--- config.mk ---
export PLATFORM = sky130hd
export DESIGN_NAME = smf_ctrl
export DESIGN_NICKNAME = d
export VERILOG_FILES = /design/src/rtl/core/sawtooth_modulated_flanger_macros.svh /design/src/rtl/core/smf_pkg.sv /design/src/rtl/core/smf_ctrl.sv
export SDC_FILE = /design/constraint.sdc
export NUM_CORES = 1
export LEC_CHECK = 0
export BUFFER_PORTS_ARGS = -buffer_cell sky130_fd_sc_hd__buf_2
export CAP_MARGIN = 15
export CORE_AREA = 2 2 39 41
export CTS_BUF_LIST = sky130_fd_sc_hd__clkbuf_4
export CTS_CLUSTER_DIAMETER = 120
export DETAILED_ROUTE_END_ITERATION = 10
export DIE_AREA = 0 0 41 43
export MAX_ROUTING_LAYER = met4
export PLACE_DENSITY_LB_ADDON = 0.2
export SLEW_MARGIN = 20
export SYNTH_ARGS = -nofsm -noshare
export SYNTH_HDL_FRONTEND = slang
export SYNTH_SLANG_ARGS = --single-unit
--- constraint.sdc ---
create_clock -name clk -period 1.1 [get_ports clk]
set_input_delay 0.165 -clock clk [delete_from_list [all_inputs] [get_ports clk]]
set_output_delay 0.165 -clock clk [all_outputs]
set_load 0.03 [all_outputs]
--- src/rtl/core/sawtooth_modulated_flanger_macros.svh ---
`ifndef SAWTOOTH_MODULATED_FLANGER_MACROS_SVH
`define SAWTOOTH_MODULATED_FLANGER_MACROS_SVH

// same-cycle implication
`define SMF_ASSERT_SAME(label, clk, rst, a, b) \
  label: assert property (@(posedge clk) disable iff (rst) (a) |-> (b)) \
    else $error("check failed: same-cycle implication");

// next-cycle implication
`define SMF_ASSERT_NEXT(label, clk, rst, a, b) \
  label: assert property (@(posedge clk) disable iff (rst) (a) |=> (b)) \
    else $error("check failed: next-cycle implication");

`endif

--- src/rtl/core/smf_pkg.sv ---
`default_nettype none

package smf_pkg;

  localparam int DEPTH_W    = 18;
  localparam int PREDELAY_W = 19;
  localparam int RATE_W     = 32;
  localparam int PHASE_W    = 32;
  localparam int BIASED_W   = 19;
  localparam int BASE_W     = 21;
  localparam int FRAC_W     = 8;
  localparam int PADDR_W    = 4;
  localparam int PDATA_W    = 32;

  localparam logic [RATE_W-1:0] RATE_RESET = 32'd8948;

  localparam logic [1:0] REG_DEPTH    = 2'd0;
  localparam logic [1:0] REG_PREDELAY = 2'd1;
  localparam logic [1:0] REG_RATE     = 2'd2;

  typedef struct packed {
    logic accept;
    logic load_mod;
    logic load_addr;
    logic finish;
  } smf_cmd_t;

endpackage

`default_nettype wire

--- src/rtl/core/smf_ctrl.sv ---
`default_nettype none

module smf_ctrl (
  input  wire              clk,
  input  wire              rst,
  input  wire              in_valid,
  output logic             in_ready,
  output logic             out_valid,
  input  wire              out_ready,
  output smf_pkg::smf_cmd_t cmd
);
  import smf_pkg::*;

  localparam logic [1:0] S_IDLE   = 2'd0;
  localparam logic [1:0] S_MOD    = 2'd1;
  localparam logic [1:0] S_ADDR   = 2'd2;
  localparam logic [1:0] S_INTERP = 2'd3;

  logic [1:0] state;
  logic [1:0] state_next;
  logic       out_free;

  assign in_ready = (state == S_IDLE) && !rst;
  assign out_free = !out_valid || out_ready;

  always_comb begin
    cmd.accept    = in_valid && in_ready;
    cmd.load_mod  = (state == S_MOD);
    cmd.load_addr = (state == S_ADDR);
    cmd.finish    = (state == S_INTERP) && out_free;
  end

  always_comb begin
    state_next = state;
    case (state)
      S_IDLE: begin
        if (cmd.accept) state_next = S_MOD;
      end
      S_MOD:    state_next = S_ADDR;
      S_ADDR:   state_next = S_INTERP;
      S_INTERP: begin
        if (out_free) state_next = S_IDLE;
      end
      default:  state_next = S_IDLE;
    endcase
  end

  always_ff @(posedge clk) begin
    if (rst) begin
      state     <= S_IDLE;
      out_valid <= 1'b0;
    end else begin
      state <= state_next;
      if (cmd.finish) begin
        out_valid <= 1'b1;
      end else if (out_ready) begin
        out_valid <= 1'b0;
      end
    end
  end

endmodule

`default_nettype wire

# After elaboration in Yosys (flattened, before gate mapping)
# Cells that the tools add are included.
[totals]
regBits = 3
in_bits = 4
output_inout_bits = 6
[op_classes]
reduce_logical = 9
eq_ne = 5
n_mux = 5
[op_table]
columns = ["op", "n"]
rows = [
  ["case mux 2 bit (4 select lines)", 1],
  ["== test 2 bit, second input constant", 2],
  ["2-to-1 mux 2 bit", 2],
  ["inequality test 2 bit, second input constant", 2],
  ["logical AND 1 bit", 3],
  ["== test 2 x 1 -> 1 bit, second input constant", 1],
  ["logical NOT 1 bit", 2],
  ["logical NOT 2 bit", 1],
  ["2-to-1 mux 1 bit", 2],
  ["AND reduction 2 bit", 1],
  ["nonzero test 2 bit", 1],
  ["logical OR 1 bit", 1],
]

# Depth between registers and ports, before layout
# Gate-level depths: netlist of the first run.
[logic_depth]
ltp_word = 5
ltp_mapped = 4
depth_no_buf = 4

# Worst setup path before layout of the first run
# Ideal clock, no wire load.
[synth_timing]
path_type = "register -> output"
start = "register state[0]"
end = "output port cmd[3] (netlist bit)"
setup_slack_ns = -0.579
arrival_ns = 1.514
path_buffers = 0
required_time_ns = 0.935
path_stages_with_launch = 5
cell_sequence = "dfxtp_1 -> inv_1 -> ha_1 -> nor2b_1 -> and2_1"
[synth_rtl]
columns = ["element", "line", "text"]
rows = [
  ["start: declaration", "smf_ctrl.sv:19", "logic [1:0] state;"],
  ["start signal: assignment", "smf_ctrl.sv:53", "state <= state_next;"],
  ["end: declaration", "smf_ctrl.sv:10", "output smf_pkg::smf_cmd_t cmd"],
]

==> results of run 1 <==
layout by cell type, fill, tap and decap left out, drive strengths merged:
master	n
buf	15
ha	5
clkbuf	4
nand2b	4
nor2b	3
dfxtp	3
inv	2
nor2	2
mux2i	2
and2	1
a22oi	1
o21bai	1
kinds of logic (layout without fill, tap and decap cells):
group,Yosys count,count (layout),synth area share
simple gates,10,10,0.305
flops,3,3,0.229
fa+ha+maj,5,5,0.238
buf+inv,2,21,0.0286
mux,2,2,0.0762
compound gates,2,2,0.124
layout make-up:
type                    count  area share
multi-input cells          19       0.525
repair buffers             15       0.232
flip-flops and latches      3       0.126
clock buffers               4      0.0606
well taps                  16      0.0404
inverters                   2      0.0152
flip-flops by register name, summed over array words and instances (netlist names):
signal	count
state	2
out_valid	1
timing repair:
item	4_1_cts	5_1_grt
setup endpoints to repair	5	7
hold buffers	0	0
setup buffers	1	1
gates resized for setup	10	6
pin swaps	2	1
path summary, 6_finish.rpt:
kind | start | endpoint | slack [ns] | cells after the start
worst max-delay path | state[0] | cmd[3] | -0.22 | 5
worst max register to register | state[0] | state[1] | 0.02 | 5
worst min register to register | out_valid | out_valid | 0.60 | 3
worst min-delay path | rst | out_valid | 0.20 | 2
metrics by stage:
stage	cells	power, W	hold WS (ns)	utilization	setup TNS, ns
after global placement	53	0.000962	0.450	0.278	-0.0399
final	59	0.00137	0.202	0.358	-0.844
after global routing	59	0.00150	0.215	0.358	-1.23
after detailed placement	53	0.000958	0.452	0.278	-0.0545
after floorplan	24	0.000750	0.237	-	-0.0952
after CTS	58	0.00133	0.197	0.337	-0.877
power by group through the flow:
stage | clock, W | combinational, W | sequential, W
after floorplan | 0 | 0.000541 | 0.000209
after global placement | 0 | 0.000766 | 0.000197
after detailed placement | 0 | 0.000764 | 0.000195
after CTS | 0.000237 | 0.000904 | 0.000194
after global routing | 0.000246 | 0.00105 | 0.000200
final | 0.000221 | 0.000958 | 0.000194
per-layer routing:
layer | up-vias | track usage | share of wire
met5 | - | - | 0
met4 | 0 | 0.0400 | 0
met3 | 0 | 0.0471 | 0.059
met2 | 7 | 0.119 | 0.57
met1 | 108 | 0.0701 | 0.37
li1 | 114 | - | -
==> out/results.tsv, run 1 <==
stage	metric	value	unit
power_and_ir_drop	switching_power	0.000549	W
synthesis	syn-num-nets	33	
power_and_ir_drop	seqPwrFrac	0.141	
synthesis	yosysTopAreaCellShare	0.238	
routing	viasPerCell	3.88	
setup_path	worst-path-buf-inv	2	
global_routing	grt_pass1_wl	848	um
setup_path	crit_family	flip-flops	
synthesis	synthFlopType	dfxtp_1	
routing	via_count	229	
setup_path	worstSetupEndpointType	output port	
floorplan	die_area	0.00176	sq mm
routing	drc	0	
synthesis	synth_area_leaders	ha_1 24%, dfxtp_1 23%, nand2b_2 10%, a22oi_4 8.1%, mux2i_1 7.6%	
placement	post-place-ws	-0.0545	ns
final_layout	multiInputGateArea	260	sq um
sta	slew_viol_final	0	
cts	clockRootBuffer	clkbuf_4	
floorplan	std_cell_rows	14	
global_routing	grt_max_degree	8	
routing	routed_wl	492	um
placement	placed_area	385	sq um
sta	rsz0062_at_grt	true	
sta	clock.fmax	0.759	GHz
worst_hold_path	hold_class	input port to flop	
floorplan	pin_count	10	
routing	wl_per_cell	8.34	um
setup_path	critical_path.startpoint_type	flop	
status	violations	setup timing	
setup_path	cpPeakStageDelay	0.34	ns
run	max_cap_viol_count	0	
power_and_ir_drop	ir_drop	0.571	mV
final_layout	drive_gt1_frac	0.884	
synthesis	yosys-top-cells-count	5 x ha_1, 3 x dfxtp_1, 3 x nand2b_2	
final_layout	ff_latch_area	62.6	sq um
sta	period_needed	1.32	ns
final_layout	nNetsFinal	53	
cts	cts_tree	yes	
synthesis	synth_warnings	0	
routing	drtAntennaViolNets	0	
synthesis	synthArstFlopShare	0	
setup_path	arrival	1.15	ns
cts	cts.sinks	3	
sta	finClkSkew	0.00262	ns
cts	cts-buffers-inserted	3	
synthesis	synth-edff-count	0	
setup_path	cpMaxStageDelayCell	dfxtp_2	
global_routing	track_usage	0.0769	
global_routing	antenna_found_initial	0	
synthesis	yosysSeqAreaShare	0.229	
cts	cts.htree.levels	1	
synthesis	synth_seq_cells	3	
sta	post-route-period-util	1.20	
synthesis	synth_most_common_cell	ha_1	
synthesis	synthesis.area	263	sq um
placement	gp_congestion	0.695	
sta	finalHoldViolCount	0	
power_and_ir_drop	swShare	0.399	
power_and_ir_drop	p_per_area	2770	mW/mm^2
synthesis	yosysUniqueCellTypes	12	
setup_path	worstPathMaxFanout	3	
synthesis	synthCells	24	
setup_path	crit_type	flop to output port	
cts	clock_path_buffers	2	
floorplan	die_x	41	um
synthesis	synth.avg_cell_area	10.9	sq um
final_layout	nFillCells	144	
sta	worst_pin_slew	0.163	ns
floorplan	die_h	43	um
floorplan	start_util	0.190	
synthesis	yosysTopAreaCell	ha_1	
cts	clk_latency	0.23	ns
setup_path	crit_chain	inv_2 > ha_4 > nor2b_4 > and2_4 > buf_6	
global_routing	grt_pass1_vias	231	
status	status	finished with violations	
final_layout	syn2layout_area_growth	88.6	%
final_layout	design_area	495	sq um
power_and_ir_drop	internal_power	0.000825	W
cts	clk_pin_slew	0.04	ns
placement	port_buffers	9	
global_routing	overflow	0	
floorplan	core_area	0.00138	sq mm
final_layout	antenna_cells	0	
sta	fin_ws	-0.218	ns
routing	drt_iter0_drc	4	
power_and_ir_drop	p_leak	0.220	nW
sta	finalSetupViolCount	5	
setup_path	required	0.94	ns
sta	maxSlewHeadroom	0.891	
power_and_ir_drop	power_frac_clock	0.161	
power_and_ir_drop	power_frac_comb	0.698	
routing	first_pass_iters	3	
Note: power is estimated with default switching activity, not from simulation.
==> run 2, diff against run 1 <==
- SKIP_CTS_REPAIR_TIMING: not set -> 1
==> run 2 against run 1 <==
- the flow still finishes with violations (setup timing)
- global-route usage shrank 0.41 points
- final cell count rose by 3.4%
- sequential share of layout area shrank 0.16 points
- sequential power about the same
- critical path depth unchanged
- clock-buffer cell count stayed put
- clock power barely moved
- die area is the same
- setup slack better by 0.0020 ns
- power grew 2.3%
- core utilization increased by 0.45 points
- first-iteration DRC count unchanged
==> out/results.tsv, run 2 (synthesis results as in run 1) <==
stage	metric	value	unit
routing	drt_iter0_drc	4	
setup_path	rr_worst_depth	7	
setup_path	arrival	1.15	ns
placement	post-place-ws	-0.0545	ns
cts	cts-buffers-inserted	3	
cts	cts.htree.levels	1	
final_layout	antenna_cells	0	
sta	finalSetupViolCount	6	
global_routing	antenna_found_initial	0	
final_layout	layout_common_cells	7 x buf_4, 5 x buf_2, 5 x buf_6	
status	violations	setup timing	
setup_path	regToRegSetupSlack	-0.09	ns
floorplan	die_h	43	um
sta	timing.hold.ws	0.204	ns
routing	via_count	233	
final_layout	layout_commonest_cell	buf_4	
final_layout	top_regs	state (2), out_valid (1)	
sta	rsz0062_at_grt	true	
setup_path	crit_family	flip-flops	
setup_path	regToRegEndpoint	state[0]	
global_routing	grt_pass1_vias	224	
setup_path	crit_chain	inv_2 > ha_4 > nor2b_4 > and2_4 > buf_6	
routing	drc	0	
sta	setup_tns	-1.01	ns
routing	drtAntennaViolNets	0	
setup_path	worst-path-buf-inv	2	
cts	clockRootBuffer	clkbuf_4	
sta	fin_ws	-0.216	ns
cts	clk_latency	0.23	ns
floorplan	std_cell_rows	14	
setup_path	critPathLaunch	state[0]	
final_layout	largest_reg_flops	2	
sta	worst_pin_slew	0.164	ns
sta	slew_viol_final	0	
floorplan	pin_count	10	
final_layout	regMostFlops	state	
setup_path	worstSetupEndpointType	output port	
routing	first_pass_iters	3	
global_routing	grt_max_degree	8	
sta	finClkSkew	0.00282	ns
setup_path	crit_path_end	cmd[3]	
final_layout	nFillCells	140	
placement	gp_congestion	0.695	
final_layout	multiInputGateArea	248	sq um
sta	clock.fmax	0.760	GHz
cts	cts_tree	yes	
setup_path	cpMaxStageDelayCell	dfxtp_2	
cts	clock_path_buffers	2	
cts	clk_pin_slew	0.04	ns
global_routing	track_usage	0.0728	
power_and_ir_drop	ir_drop	0.675	mV
routing	wl_per_cell	8.41	um
routing	viasPerCell	3.82	
setup_path	cp.depth	5	
power_and_ir_drop	p_per_area	2800	mW/mm^2
sta	maxSlewHeadroom	0.891	
final_layout	drive_gt1_frac	0.867	
final_layout	nNetsFinal	55	
floorplan	die_area	0.00176	sq mm
floorplan	start_util	0.190	
setup_path	worstReg2RegStart	state[0]	
setup_path	critical_path.startpoint_type	flop	
sta	post-route-period-util	1.20	
floorplan	die_x	41	um
status	status	finished with violations	
floorplan	core_area	0.00138	sq mm
global_routing	overflow	0	
setup_path	required	0.94	ns
sta	finalHoldViolCount	0	
run	max_cap_viol_count	0	
power_and_ir_drop	totalPowerFinal	0.00141	W
final_layout	syn2layout_area_growth	91.0	%
routing	routed_wl	513	um
setup_path	crit_type	flop to output port	
final_layout	fin_util	0.363	
placement	port_buffers	9	
final_layout	ff_latch_area	62.6	sq um
cts	cts.sinks	3	
sta	period_needed	1.32	ns
worst_hold_path	hold_class	input port to flop	
setup_path	worstPathMaxFanout	3	
global_routing	grt_pass1_wl	800	um
setup_path	cpPeakStageDelay	0.34	ns
power_and_ir_drop	p_leak	0.230	nW
run 2: cell types whose count changed in the layout (fill, tap and decap cells not counted), sizes merged:
cell  change
buf       +2
run 2: final cells by class:
class,count,area share
multi-input combinational,19,0.494
timing repair buffer,17,0.267
sequential,3,0.125
clock buffer,4,0.0599
tap,16,0.0399
inverter,2,0.0150
run 2: metrics by stage:
stage	cells	instance area, sq um
2_1_floorplan	24	290
3_3_place_gp	53	385
3_5_place_dp	53	385
4_1_cts	57	415
5_1_grt	61	502
6_report	61	502
run 2: worst min-delay path by stage:
stage / from / end / slack, ns / depth (start not counted)
final: rst / out_valid / 0.20 / 2
after detailed placement: rst / out_valid / 0.45 / 2
after floorplan: rst / out_valid / 0.24 / 1
after global placement: rst / out_valid / 0.45 / 2
after CTS: rst / out_valid / 0.20 / 2
after global routing: rst / out_valid / 0.21 / 2
run 2: worst reg2reg max path: cells and delay by family (launching register included):
kind	cells	cell delay, ns
compound gates	1	0.10
fa+ha+maj	1	0.15
buf+inv	4	0.41
flops	1	0.34
mux	1	0.07
run 2: routing by layer:
metal  global-route usage  vias to the layer above  part of all wire
li1                     -                      120                 -
met1               0.0637                      106              0.39
met2                0.113                        7              0.55
met3               0.0471                        0             0.055
met4               0.0400                        0                 0
met5                    -                        -                 0
run 2: where the power goes:
group	leakage (nW)	switching [W]	internal, W
clock	0.0184	0.0000603	0.000161
combinational	0.186	0.000450	0.000541
sequential	0.0253	0.0000362	0.000158
